<file path="src/rtl/lcr_pkg.sv">
// ----------------------------------------------------------------------------
// lcr_pkg
// Shared types and constants of the load-cell converter reader.
// ----------------------------------------------------------------------------
package lcr_pkg;

   localparam int LCR_SAMPLE_BITS = 24;   // bits clocked out of the converter
   localparam int LCR_OUT_W       = 24;   // width of raw_value and weight
   localparam int LCR_GAP_W       = 16;   // calibration divisor, Q8.8
   localparam int LCR_FRAC_BITS   = 8;    // fraction bits of the divisor

   localparam logic [LCR_GAP_W-1:0] LCR_GAP_RESET = 16'd64640;  // 252.5

   localparam logic [1:0] FUNC_TICK  = 2'd0;
   localparam logic [1:0] FUNC_TARE  = 2'd1;
   localparam logic [1:0] FUNC_WEIGH = 2'd2;

   // converter frame phase, advanced at most once per tick
   typedef enum logic [2:0] {
      PH_IDLE  = 3'd0,
      PH_WAIT  = 3'd1,
      PH_HIGH  = 3'd2,
      PH_LOW   = 3'd3,
      PH_XHIGH = 3'd4,
      PH_XLOW  = 3'd5
   } phase_type;

   // handshake controller states
   typedef enum logic [1:0] {
      CS_READY  = 2'd0,
      CS_DIVIDE = 2'd1,
      CS_RESULT = 2'd2
   } ctrl_state_type;

   typedef struct packed {
      logic step;        // tick accepted, advance the frame
      logic div_start;   // launch the weight division
      logic div_commit;  // write the quotient to the weight
   } lcr_cmd_type;

   typedef struct packed {
      logic div_needed;  // this tick completes a weigh frame above tare
      logic div_done;    // quotient is ready
   } lcr_status_type;

endpackage

</file>
<file path="src/rtl/lcr_channels.sv">
// ----------------------------------------------------------------------------
// lcr channels
// Valid/ready channels for ticks in and per-tick results out.
// ----------------------------------------------------------------------------
interface lcr_req_if;
   logic       valid;
   logic       ready;
   logic [1:0] func;
   logic       dout;

   modport source (output valid, output func, output dout, input ready);
   modport sink   (input valid, input func, input dout, output ready);
endinterface

interface lcr_rsp_if;
   logic        valid;
   logic        ready;
   logic        sck;
   logic        busy_res;
   logic        done_res;
   logic [23:0] raw_value;
   logic [23:0] weight;
   logic        weight_updated;

   modport source (output valid, output sck, output busy_res, output done_res,
                   output raw_value, output weight, output weight_updated,
                   input ready);
   modport sink   (input valid, input sck, input busy_res, input done_res,
                   input raw_value, input weight, input weight_updated,
                   output ready);
endinterface

</file>
<file path="src/rtl/lcr_divider.sv">
// ----------------------------------------------------------------------------
// lcr_divider
// Restoring divider, one quotient bit per cycle, for the weight scaling.
// ----------------------------------------------------------------------------
module lcr_divider
   import lcr_pkg::*;
#(
   parameter int DIVIDEND_W = LCR_SAMPLE_BITS + LCR_FRAC_BITS
) (
   input  logic                  clock,
   input  logic                  reset,
   input  logic                  start,
   input  logic [DIVIDEND_W-1:0] dividend,
   input  logic [LCR_GAP_W-1:0]  divisor,
   output logic                  done,
   output logic [DIVIDEND_W-1:0] quotient
);

   localparam int CNT_W = $clog2(DIVIDEND_W);

   logic                  busy_ff, busy_in;
   logic                  done_ff, done_in;
   logic [CNT_W-1:0]      count_ff, count_in;
   logic [DIVIDEND_W-1:0] num_ff, num_in;
   logic [LCR_GAP_W-1:0]  rem_ff, rem_in;
   logic [LCR_GAP_W-1:0]  den_ff, den_in;

   logic [LCR_GAP_W:0]    rem_shift;
   logic [LCR_GAP_W:0]    rem_sel;
   logic                  fits;
   logic                  last;

   assign rem_shift = {rem_ff, num_ff[DIVIDEND_W-1]};
   assign fits      = rem_shift >= {1'b0, den_ff};
   assign rem_sel   = fits ? (rem_shift - {1'b0, den_ff}) : rem_shift;
   assign last      = count_ff == CNT_W'(DIVIDEND_W - 1);

   always_comb begin
      busy_in  = busy_ff;
      done_in  = 1'b0;
      count_in = count_ff;
      num_in   = num_ff;
      rem_in   = rem_ff;
      den_in   = den_ff;
      if (start) begin
         busy_in  = 1'b1;
         count_in = '0;
         num_in   = dividend;
         rem_in   = '0;
         den_in   = divisor;
      end else if (busy_ff) begin
         // quotient bits enter at the bottom as dividend bits leave the top
         num_in   = {num_ff[DIVIDEND_W-2:0], fits};
         rem_in   = rem_sel[LCR_GAP_W-1:0];
         count_in = count_ff + 1'b1;
         if (last) begin
            busy_in = 1'b0;
            done_in = 1'b1;
         end
      end
   end

   always_ff @(posedge clock) begin
      if (reset) begin
         busy_ff  <= 1'b0;
         done_ff  <= 1'b0;
         count_ff <= '0;
      end else begin
         busy_ff  <= busy_in;
         done_ff  <= done_in;
         count_ff <= count_in;
      end
   end

   always_ff @(posedge clock) begin
      num_ff <= num_in;
      rem_ff <= rem_in;
      den_ff <= den_in;
   end

   assign done     = done_ff;
   assign quotient = num_ff;

endmodule

</file>
<file path="src/rtl/lcr_datapath.sv">
// ----------------------------------------------------------------------------
// lcr_datapath
// Frame sequencing of the converter lines, sample shift register, tare and
// weight registers, calibration register and result fields.
// ----------------------------------------------------------------------------
module lcr_datapath
   import lcr_pkg::*;
#(
   parameter int SAMPLE_BITS = LCR_SAMPLE_BITS
) (
   input  logic                 clock,
   input  logic                 reset,
   input  lcr_cmd_type          cmd,
   output lcr_status_type       status,
   input  logic [1:0]           req_func,
   input  logic                 req_dout,
   input  logic                 csr_we,
   input  logic [LCR_GAP_W-1:0] csr_wdata,
   output logic                 rsp_sck,
   output logic                 rsp_busy_res,
   output logic                 rsp_done_res,
   output logic [LCR_OUT_W-1:0] rsp_raw_value,
   output logic [LCR_OUT_W-1:0] rsp_weight,
   output logic                 rsp_weight_updated
);

   localparam int COUNT_W    = $clog2(SAMPLE_BITS + 1);
   localparam int DIVIDEND_W = SAMPLE_BITS + LCR_FRAC_BITS;

   phase_type              phase_ff, phase_in;
   logic [COUNT_W-1:0]     count_ff, count_in;
   logic [SAMPLE_BITS-1:0] shift_ff, shift_in;
   logic                   is_tare_ff, is_tare_in;
   logic [SAMPLE_BITS-1:0] tare_ff, tare_in;
   logic [SAMPLE_BITS-1:0] last_raw_ff, last_raw_in;
   logic [LCR_OUT_W-1:0]   weight_ff, weight_in;
   logic [LCR_GAP_W-1:0]   gap_ff;
   logic                   sck_ff, sck_in;
   logic                   done_ff, done_in;
   logic                   upd_ff, upd_in;

   logic [SAMPLE_BITS-1:0]           raw;
   logic [SAMPLE_BITS-1:0]           delta;
   logic [COUNT_W-1:0]               count_inc;
   logic                             div_done;
   logic [DIVIDEND_W-1:0]            quotient;
   logic [DIVIDEND_W+LCR_OUT_W-1:0]  quot_wide;
   logic                             quot_sat;
   logic [SAMPLE_BITS+LCR_OUT_W-1:0] raw_wide;

   // offset binary: flip the sign bit
   assign raw       = {~shift_ff[SAMPLE_BITS-1], shift_ff[SAMPLE_BITS-2:0]};
   assign delta     = raw - tare_ff;
   assign count_inc = count_ff + 1'b1;

   assign status.div_needed = (phase_ff == PH_XLOW) && !is_tare_ff && (raw > tare_ff);
   assign status.div_done   = div_done;

   lcr_divider #(
      .DIVIDEND_W (DIVIDEND_W)
   ) u_divider (
      .clock    (clock),
      .reset    (reset),
      .start    (cmd.div_start),
      .dividend ({delta, {LCR_FRAC_BITS{1'b0}}}),
      .divisor  (gap_ff),
      .done     (div_done),
      .quotient (quotient)
   );

   assign quot_wide = {{LCR_OUT_W{1'b0}}, quotient};
   assign quot_sat  = |quot_wide[DIVIDEND_W+LCR_OUT_W-1:LCR_OUT_W];

   always_comb begin
      phase_in    = phase_ff;
      count_in    = count_ff;
      shift_in    = shift_ff;
      is_tare_in  = is_tare_ff;
      tare_in     = tare_ff;
      last_raw_in = last_raw_ff;
      weight_in   = weight_ff;
      sck_in      = sck_ff;
      done_in     = done_ff;
      upd_in      = upd_ff;
      if (cmd.step) begin
         sck_in  = 1'b0;
         done_in = 1'b0;
         upd_in  = 1'b0;
         case (phase_ff)
            PH_IDLE: begin
               if (req_func == FUNC_TARE || req_func == FUNC_WEIGH) begin
                  is_tare_in = req_func == FUNC_TARE;
                  count_in   = '0;
                  shift_in   = '0;
                  phase_in   = PH_WAIT;
               end
            end
            PH_WAIT: begin
               // converter pulls the data line low when a conversion is ready
               if (!req_dout) begin
                  phase_in = PH_HIGH;
               end
            end
            PH_HIGH: begin
               sck_in   = 1'b1;
               shift_in = {shift_ff[SAMPLE_BITS-2:0], 1'b0};
               phase_in = PH_LOW;
            end
            PH_LOW: begin
               shift_in = {shift_ff[SAMPLE_BITS-1:1], shift_ff[0] | req_dout};
               count_in = count_inc;
               phase_in = (count_inc >= COUNT_W'(SAMPLE_BITS)) ? PH_XHIGH : PH_HIGH;
            end
            PH_XHIGH: begin
               // extra pulse selects gain 128 for the next conversion
               sck_in   = 1'b1;
               phase_in = PH_XLOW;
            end
            PH_XLOW: begin
               if (is_tare_ff) begin
                  tare_in = raw;
               end else begin
                  last_raw_in = raw;
                  upd_in      = status.div_needed;
               end
               done_in  = 1'b1;
               count_in = '0;
               phase_in = PH_IDLE;
            end
            default: begin
               phase_in = PH_IDLE;
            end
         endcase
      end
      if (cmd.div_commit) begin
         weight_in = (quot_sat || gap_ff == '0) ? '1 : quot_wide[LCR_OUT_W-1:0];
      end
   end

   always_ff @(posedge clock) begin
      if (reset) begin
         phase_ff    <= PH_IDLE;
         count_ff    <= '0;
         shift_ff    <= '0;
         is_tare_ff  <= 1'b0;
         tare_ff     <= '0;
         last_raw_ff <= '0;
         weight_ff   <= '0;
         gap_ff      <= LCR_GAP_RESET;
         sck_ff      <= 1'b0;
         done_ff     <= 1'b0;
         upd_ff      <= 1'b0;
      end else begin
         phase_ff    <= phase_in;
         count_ff    <= count_in;
         shift_ff    <= shift_in;
         is_tare_ff  <= is_tare_in;
         tare_ff     <= tare_in;
         last_raw_ff <= last_raw_in;
         weight_ff   <= weight_in;
         sck_ff      <= sck_in;
         done_ff     <= done_in;
         upd_ff      <= upd_in;
         if (csr_we) begin
            gap_ff <= csr_wdata;
         end
      end
   end

   assign raw_wide = {{LCR_OUT_W{1'b0}}, last_raw_ff};

   assign rsp_sck            = sck_ff;
   assign rsp_busy_res       = phase_ff != PH_IDLE;
   assign rsp_done_res       = done_ff;
   assign rsp_raw_value      = raw_wide[LCR_OUT_W-1:0];
   assign rsp_weight         = weight_ff;
   assign rsp_weight_updated = upd_ff;

endmodule

</file>
<file path="src/rtl/lcr_ctrl.sv">
// ----------------------------------------------------------------------------
// lcr_ctrl
// Handshake controller: takes one tick, waits for the division when a
// weigh frame completes above the tare, then holds the result until it is taken.
// ----------------------------------------------------------------------------
module lcr_ctrl
   import lcr_pkg::*;
(
   input  logic           clock,
   input  logic           reset,
   input  logic           req_valid,
   output logic           req_ready,
   output logic           rsp_valid,
   input  logic           rsp_ready,
   output lcr_cmd_type    cmd,
   input  lcr_status_type status
);

   ctrl_state_type state_ff, state_in;
   logic           take;

   assign take = req_valid && (state_ff == CS_READY);

   always_comb begin
      state_in = state_ff;
      case (state_ff)
         CS_READY: begin
            if (take) begin
               state_in = status.div_needed ? CS_DIVIDE : CS_RESULT;
            end
         end
         CS_DIVIDE: begin
            if (status.div_done) begin
               state_in = CS_RESULT;
            end
         end
         CS_RESULT: begin
            if (rsp_ready) begin
               state_in = CS_READY;
            end
         end
         default: begin
            state_in = CS_READY;
         end
      endcase
   end

   always_comb begin
      req_ready      = 1'b0;
      rsp_valid      = 1'b0;
      cmd.step       = 1'b0;
      cmd.div_start  = 1'b0;
      cmd.div_commit = 1'b0;
      case (state_ff)
         CS_READY: begin
            req_ready     = 1'b1;
            cmd.step      = take;
            cmd.div_start = take && status.div_needed;
         end
         CS_DIVIDE: begin
            cmd.div_commit = status.div_done;
         end
         CS_RESULT: begin
            rsp_valid = 1'b1;
         end
         default: begin
            req_ready = 1'b0;
         end
      endcase
   end

   always_ff @(posedge clock) begin
      if (reset) begin
         state_ff <= CS_READY;
      end else begin
         state_ff <= state_in;
      end
   end

endmodule

</file>
<file path="src/rtl/load_cell_adc_reader_tare_scale.sv">
// ----------------------------------------------------------------------------
// load_cell_adc_reader_tare_scale
// Two-wire load-cell converter reader with tare and calibrated scaling.
// ----------------------------------------------------------------------------
// Each transfer on req_chan is one half-bit tick of the converter interface:
// func starts a tare or weigh frame, dout is the sampled data line. Every
// tick gives exactly one transfer on rsp_chan with the clock level to drive,
// busy/done flags, the last raw reading and the last weight.
// A tick is taken while req_chan.ready is high; the result of an ordinary
// tick is registered and offered on rsp_chan in the cycle after. The tick
// that completes a weigh frame above the tare runs the restoring divider,
// one quotient bit per cycle over SAMPLE_BITS + 8 bits, and its result
// is offered once the quotient has been written to the weight.
// One tick is in flight at a time: req_chan.ready is low from the transfer
// until the result has been taken, and a stalled rsp_chan holds its result.
// csr_wdata is written to the Q8.8 divisor at any edge with csr_we high;
// write it only while no tick is pending.
// Reset clears the frame state, tare, raw reading and weight, and loads the
// divisor with 252.5.
// ----------------------------------------------------------------------------
module load_cell_adc_reader_tare_scale
   import lcr_pkg::*;
#(
   parameter int SAMPLE_BITS = LCR_SAMPLE_BITS
) (
   input  logic                 clock,
   input  logic                 reset,
   lcr_req_if.sink              req_chan,
   lcr_rsp_if.source            rsp_chan,
   input  logic                 csr_we,
   input  logic [LCR_GAP_W-1:0] csr_wdata
);

   lcr_cmd_type    cmd;
   lcr_status_type status;

   lcr_ctrl u_ctrl (
      .clock     (clock),
      .reset     (reset),
      .req_valid (req_chan.valid),
      .req_ready (req_chan.ready),
      .rsp_valid (rsp_chan.valid),
      .rsp_ready (rsp_chan.ready),
      .cmd       (cmd),
      .status    (status)
   );

   lcr_datapath #(
      .SAMPLE_BITS (SAMPLE_BITS)
   ) u_datapath (
      .clock              (clock),
      .reset              (reset),
      .cmd                (cmd),
      .status             (status),
      .req_func           (req_chan.func),
      .req_dout           (req_chan.dout),
      .csr_we             (csr_we),
      .csr_wdata          (csr_wdata),
      .rsp_sck            (rsp_chan.sck),
      .rsp_busy_res       (rsp_chan.busy_res),
      .rsp_done_res       (rsp_chan.done_res),
      .rsp_raw_value      (rsp_chan.raw_value),
      .rsp_weight         (rsp_chan.weight),
      .rsp_weight_updated (rsp_chan.weight_updated)
   );

endmodule

</file>
<file path="src/flat_wrapper.sv">
// flat-port wrapper written by rule: the top's interface ports become plain ports
module load_cell_adc_reader_tare_scale_flat import lcr_pkg::*;
#(
   parameter int SAMPLE_BITS = LCR_SAMPLE_BITS
)
  (clock, reset, csr_we, csr_wdata, req_chan_valid, req_chan_func, req_chan_dout, req_chan_ready, rsp_chan_valid, rsp_chan_sck, rsp_chan_busy_res, rsp_chan_done_res, rsp_chan_raw_value, rsp_chan_weight, rsp_chan_weight_updated, rsp_chan_ready);
  lcr_req_if req_chan_i ();
  lcr_rsp_if rsp_chan_i ();
  input  logic clock;
  input  logic reset;
  input  logic csr_we;
  input  logic [LCR_GAP_W-1:0] csr_wdata;
  input wire logic [$bits(req_chan_i.valid)-1:0] req_chan_valid;
  input wire logic [$bits(req_chan_i.func)-1:0] req_chan_func;
  input wire logic [$bits(req_chan_i.dout)-1:0] req_chan_dout;
  output wire logic [$bits(req_chan_i.ready)-1:0] req_chan_ready;
  output wire logic [$bits(rsp_chan_i.valid)-1:0] rsp_chan_valid;
  output wire logic [$bits(rsp_chan_i.sck)-1:0] rsp_chan_sck;
  output wire logic [$bits(rsp_chan_i.busy_res)-1:0] rsp_chan_busy_res;
  output wire logic [$bits(rsp_chan_i.done_res)-1:0] rsp_chan_done_res;
  output wire logic [$bits(rsp_chan_i.raw_value)-1:0] rsp_chan_raw_value;
  output wire logic [$bits(rsp_chan_i.weight)-1:0] rsp_chan_weight;
  output wire logic [$bits(rsp_chan_i.weight_updated)-1:0] rsp_chan_weight_updated;
  input wire logic [$bits(rsp_chan_i.ready)-1:0] rsp_chan_ready;
  assign req_chan_i.valid = req_chan_valid;
  assign req_chan_i.func = req_chan_func;
  assign req_chan_i.dout = req_chan_dout;
  assign req_chan_ready = req_chan_i.ready;
  assign rsp_chan_valid = rsp_chan_i.valid;
  assign rsp_chan_sck = rsp_chan_i.sck;
  assign rsp_chan_busy_res = rsp_chan_i.busy_res;
  assign rsp_chan_done_res = rsp_chan_i.done_res;
  assign rsp_chan_raw_value = rsp_chan_i.raw_value;
  assign rsp_chan_weight = rsp_chan_i.weight;
  assign rsp_chan_weight_updated = rsp_chan_i.weight_updated;
  assign rsp_chan_i.ready = rsp_chan_ready;
  load_cell_adc_reader_tare_scale #(.SAMPLE_BITS(SAMPLE_BITS)) u_core (.clock(clock), .reset(reset), .req_chan(req_chan_i), .rsp_chan(rsp_chan_i), .csr_we(csr_we), .csr_wdata(csr_wdata));
endmodule
</file>
<file path="config.mk">
export PLATFORM = sky130hd
export DESIGN_NAME = load_cell_adc_reader_tare_scale_flat
export DESIGN_NICKNAME = d
export VERILOG_FILES = /design/src/rtl/lcr_pkg.sv /design/src/rtl/lcr_channels.sv /design/src/rtl/lcr_divider.sv /design/src/rtl/lcr_datapath.sv /design/src/rtl/lcr_ctrl.sv /design/src/rtl/load_cell_adc_reader_tare_scale.sv /design/src/flat_wrapper.sv
export SDC_FILE = /design/constraint.sdc
export NUM_CORES = 1
export LEC_CHECK = 0
export ABC_CLOCK_PERIOD_IN_PS = 5800
export BUFFER_PORTS_ARGS = -buffer_cell sky130_fd_sc_hd__clkbuf_2
export CAP_MARGIN = 30
export CORE_MARGIN = 3
export CORE_UTILIZATION = 60
export DETAILED_ROUTE_END_ITERATION = 12
export HOLD_SLACK_MARGIN = 0.05
export PLACE_DENSITY = 0.8
export SLEW_MARGIN = 20
export SYNTH_ARGS = -nofsm -noshare
export SYNTH_HDL_FRONTEND = slang
export SYNTH_SLANG_ARGS = --single-unit
</file>
<file path="constraint.sdc">
create_clock -name clock -period 5.8 [get_ports clock]
set_input_delay 0.58 -clock clock [delete_from_list [all_inputs] [get_ports clock]]
set_output_delay 0.58 -clock clock [all_outputs]
set_load 0.01 [all_outputs]
</file>
# After elaboration in Yosys (flattened, before gate mapping)
# Index checks and enable logic that the tools add are counted.
dict set report word_totals {
  output_inout_bits 54
  in_bits 24
  ff_bits 197
}
dict set report classes {
  n_eq_ne 15
  reduce_logical 27
  magnitude_cmp 3
  mux 29
  bitwise 5
  addsub 4
}
# cell n
set op_table {}
lappend op_table {{$pmux W24 S3} 1}
lappend op_table {{$mux W32} 2}
lappend op_table {{$mux W24} 2}
lappend op_table {{$gt A24 B24 Y1} 1}
lappend op_table {{$sub A24 B24 Y24} 1}
lappend op_table {{$reduce_and A3 Y1} 7}
lappend op_table {{$ge A17 B16 Y1} 1}
lappend op_table {{$logic_not A16 Y1} 1}
lappend op_table {{$mux W16} 1}
lappend op_table {{$sub A16 B16 Y16} 1}
lappend op_table {{$pmux W3 S5} 1}
lappend op_table {{$pmux W5 S3} 1}
lappend op_table {{$mux W1} 11}
lappend op_table {{$add A5 B1 Y5 const B} 2}
lappend op_table {{$mux W2} 5}
lappend op_table {{$ne A2 B2 Y1 const B} 5}
lappend op_table {{$mux W3} 3}
lappend op_table {{$reduce_bool A3 Y1} 3}
lappend op_table {{$reduce_or A8 Y1} 1}
lappend op_table {{$eq A3 B2 Y1 const B} 2}
lappend op_table {{$eq A3 B3 Y1 const B} 2}
lappend op_table {{$pmux W2 S3} 1}
lappend op_table {{$eq A5 B5 Y1 const B} 1}
lappend op_table {{$ge A5 B5 Y1 const B} 1}
lappend op_table {{other kinds (15)} 26}

# Logic depth before layout (Yosys ltp)
dict set report depth {
  ltp_word 6
  ltp_mapped 13
  ltp_nobuf 11
}

# By module
# A second synthesis with hierarchy kept.
dict set report unflattened {
  hier_cells 1080
  area_unflattened_um2 9761.9
}
# mod seq_area_each_um2 n_inst cells_per_inst area_per_inst_um2
set modules_own_cells {}
lappend modules_own_cells {lcr_datapath 2482.4 1 721 5861.9}
lappend modules_own_cells {lcr_divider 1901.8 1 343 3773.6}
lappend modules_own_cells {lcr_ctrl 40.0 1 16 126.4}

# Worst setup path after synthesis
# No wires, ideal clock.
dict set report synth_path {
  path_type {register to register}
  start {register u_core.u_datapath.shift_ff[0]}
  end {register u_core.u_datapath.u_divider.num_ff[10], in the netlist u_core.u_datapath.u_divider.quotient[10], enable pin}
  n_path_buf 2
  required_ns 5.419
  setup_ns 0.381
  stages_incl_launch_ff 13
  slack_ns 2.493
  arrival_time_ns 2.926
  cell_sequence {dfxtp_1 -> inv_1 -> ha_1 -> fa_1 -> nand2b_1 -> a211oi_1 -> nor3_1 -> o221ai_1 -> a41oi_2 -> nand2b_1 -> buf_4 -> buf_4 -> nand2_1}
}
dict set report synth_between {
  elab_chain_cells 5
}
# element line_no
set synth_lines {}
lappend synth_lines {{start, declared} lcr_datapath.sv:32} ;# logic [SAMPLE_BITS-1:0] shift_ff, shift_in;
lappend synth_lines {{start signal, assigned} lcr_datapath.sv:156} ;# shift_ff <= shift_in;
lappend synth_lines {{$gt A24 B24 Y1} lcr_datapath.sv:56} ;# assign status.div_needed = (phase_ff == PH_XLOW) && !is_tare_ff && (raw > tare_ff);
lappend synth_lines {{$logic_and A1 B1 Y1} lcr_datapath.sv:56}
lappend synth_lines {{$logic_and A1 B1 Y1} lcr_ctrl.sv:58} ;# cmd.div_start = take && status.div_needed;
lappend synth_lines {{$mux W2} lcr_ctrl.sv:54} ;# case (state_ff)
lappend synth_lines {{$reduce_bool A2 Y1 (no source line)} n/a}
lappend synth_lines {{end signal, assigned} lcr_divider.sv:76} ;# num_ff <= num_in;
lappend synth_lines {{end, declared} lcr_divider.sv:24} ;# logic [DIVIDEND_W-1:0] num_ff, num_in;
# Every way passes these cells.
# A chain may end at the register's enable or synchronous reset.

==> flow_metrics.env <==
export IMPL_drc=0
export IMPL_fin_setup_tns_ns=0
export IMPL_leakagePower_uw=0.004177
export IMPL_grt_pass1_vias=7071
export IMPL_cp_startpoint="u_core.u_datapath.shift_ff[0]"
export IMPL_synth_cells=1064
export IMPL_switching_share=0.2483
export IMPL_drt_first_iter_violations=507
export IMPL_port_buffers=77
export IMPL_finalInstanceArea_um2=10510
export IMPL_min_delay_start="csr_wdata[11]"
export IMPL_maxCapViolCount=0
export IMPL_clockBufferDepth=2
export IMPL_fp_dieW_um=131.1
export IMPL_status="completed"
export IMPL_timing_final_crit_share=0.6405
export IMPL_place_gp_congestion=0.8906
export IMPL_rsz0062_at_grt="false"
export IMPL_post_cts_setup_buffers=0
export IMPL_firstDrtPassIters=4
export IMPL_power_switching_uw=713.9
export IMPL_postRouteAntennaNets=0
export IMPL_fin_util=0.6885
export IMPL_fin_skew_ns=0.009510
export IMPL_ys_top_cells_by_area="dfxtp_1, edfxtp_1, ha_1, a21oi_1, nor2_1"
export IMPL_htree_levels=4
export IMPL_vias_per_cell=5.659
export IMPL_fp_dieArea_um2=17190
export IMPL_cts_clk_slew_worst_paths_ns=0.07
export IMPL_power_share_combinational=0.088
export IMPL_syn_area_um2=9392
export IMPL_worstSetupPathType="reg -> reg"
export IMPL_yosysTopAreaCell="dfxtp_1"
export IMPL_cpPeakStageDelay_ns=0.60
export IMPL_cts_root_buf="clkbuf_16"
export IMPL_ys_top_cells_by_count="dfxtp_1, nor2_1, nand2_1"
export IMPL_io_pins=78
export IMPL_area_growth_pct=11.86
export IMPL_synth_top_area_share=0.3347
export IMPL_syn_avg_cell_area_um2=8.827
export IMPL_synth_seq_cells=197
export IMPL_timing_rr_start="u_core.u_datapath.shift_ff[0]"
export IMPL_path_cells="inv_1, ha_1, fa_1, nand2b_1, a211oi_1, nor3_1, o221ai_1, a41oi_2, or4_1, inv_1"
export IMPL_initial_utilization=0.6155
export IMPL_syn_nets=1135
export IMPL_path_buf_inv=2
export IMPL_finalWirelength_um=20130
export IMPL_power_share_sequential=0.504
export IMPL_yosys_warnings=0
export IMPL_endpoint_kind="register"
export IMPL_worst_hold_path_type="in -> reg"
export IMPL_pwr_share_clk=0.408
export IMPL_die_y_um=131.1
export IMPL_vias=7566
export IMPL_cpMostUsedCell="inv_1"
export IMPL_clk_latency_ns=0.44
export IMPL_grt_max_degree=70
export IMPL_fmax_ghz=0.2692
export IMPL_setup_viol=0
export IMPL_synth_edf_count=40
export IMPL_final_hold_viol_count=0
export IMPL_grtUsageTotal=0.2342
export IMPL_cts_tree="yes"
export IMPL_numCtsBuffers=17
export IMPL_power_density_nw_per_um2=273.7
export IMPL_drv_slew=0
export IMPL_cp_arrival_ns=3.78
export IMPL_p_int_uw=2161
export IMPL_rows=45
export IMPL_p_total_uw=2875
export IMPL_relSlewSlack=0.4066
export IMPL_ir_drop_mv=0.2338
export IMPL_ys_async_sr_fraction=0
export IMPL_crit_required_ns=5.87
export IMPL_synth_cell_types=64
export IMPL_crit_fanout=16
export IMPL_min_period_ns=3.715
export IMPL_wl_per_cell_um=15.05
export IMPL_cts_hold_buf=0
export IMPL_seq_area_frac_synth=0.4626
export IMPL_yosysMostFrequentCell="dfxtp_1"
export IMPL_coreArea_um2=15260
export IMPL_grt_pass1_wl_um=33820
export IMPL_antennaDiodeCount=0
export IMPL_ys_flop_type="dfxtp_1"
export IMPL_antenna_found_initial=0
export IMPL_startpoint_type="register"
export IMPL_nets=1184
export IMPL_layout_setup_ws_ns=2.085
export IMPL_grt_overflow=0
export IMPL_drive_gt1_frac=0.1128
export IMPL_cts_sinks=197
export IMPL_worst_pin_slew_ns=0.8880
export IMPL_dpl_hpwl_um=13780
export IMPL_cp_slowest_cell="or4_1"
export IMPL_cts_resized=0
export IMPL_place_ws_ns=1.927
export IMPL_critPathTopFamily="compound AO/OA/AOI/OAI gates"
export IMPL_placed_area_um2=9873
## layout by cell type, fill, tap and decap left out, types with 33 or more instances in the layout
| master | count |
|---|---|
| a21oi_1 | 103 |
| dfxtp_1 | 156 |
| inv_1 | 54 |
| clkbuf_2 | 76 |
| o21ai_0 | 49 |
| ha_1 | 45 |
| nand2_1 | 119 |
| nor3_1 | 33 |
| edfxtp_1 | 40 |
| nor2_1 | 126 |
## power groups by stage
stage               Sequential [uW]  Combinational (uW)  Clock (uW)
detailed placement             1480                 249           0
global placement               1480                 245           0
finish                         1450                 254        1170
global route                   1450                 283        1240
floorplan                      1470                 207           0
CTS                            1450                 252        1190
## through the flow
stage               hold WS, ns  std cells
floorplan                0.4228       1064
global placement         0.4393       1302
detailed placement       0.4440       1303
CTS                      0.3421       1335
global route             0.3411       1337
finish                   0.3526       1337
## cell type report
cell class,instances,area [um2]
fillers,1227,4753
multi-input cells,755,4598
flip-flops and latches,197,4345
repair buffers,88,501.7
clock buffers,19,454.2
well taps,211,264.0
inverters,54,202.7
clock inverters,13,138.9
## path summary, 6_finish.rpt
path	slack [ns]	cells after the start	to
setup reg to reg	2.08	10	u_core.u_datapath.u_divider.den_ff[4]
hold / removal	0.35	2	u_core.u_datapath.gap_ff[11]
hold reg to reg	0.46	2	u_core.u_datapath.tare_ff[13]
setup / recovery	2.08	10	u_core.u_datapath.u_divider.den_ff[4]
## per-layer routing
metal	up-vias	share of wire	global-route usage
met5	-	0	0
met2	172	0.46	0.3687
li1	3825	-	-
met4	0	0.020	0.06826
met3	35	0.044	0.05130
met1	3534	0.48	0.3275
## cells by family (layout without fill, tap and decap cells)
logic type               count (synthesis)  count (layout)  synth area share
buffers and inverters                  112             174           0.04996
AO/OA/AOI/OAI                          255             255            0.1688
XOR/XNOR                                37              37           0.03451
multiplexers                            33              33           0.03531
flip-flops                             197             197            0.4626
adder cells (fa/ha/maj)                 47              47           0.06422
AND/OR/NAND/NOR                        383             383            0.1847
## registers in the layout, indices dropped and copies added, names as in the netlist
register / count
u_core.u_datapath.rsp_weight_updated: 1
u_core.u_datapath.u_divider.quotient: 32
u_core.u_datapath.tare_ff: 24
u_core.u_datapath.rsp_weight: 24
u_core.u_datapath.shift_ff: 24
u_core.u_datapath.u_divider.done: 1
u_core.u_datapath.u_divider.den_ff: 16
u_core.u_datapath.rsp_done_res: 1
u_core.u_datapath.phase_ff: 3
u_core.u_ctrl.state_ff: 2
u_core.u_datapath.count_ff: 5
u_core.u_datapath.rsp_sck: 1
u_core.u_datapath.is_tare_ff: 1
u_core.u_datapath.u_divider.count_ff: 5
u_core.u_datapath.u_divider.rem_ff: 16
u_core.u_datapath.u_divider.busy_ff: 1
u_core.u_datapath.gap_ff: 16
u_core.u_datapath.rsp_raw_value: 24
Power figures use the tool's default switching activity.
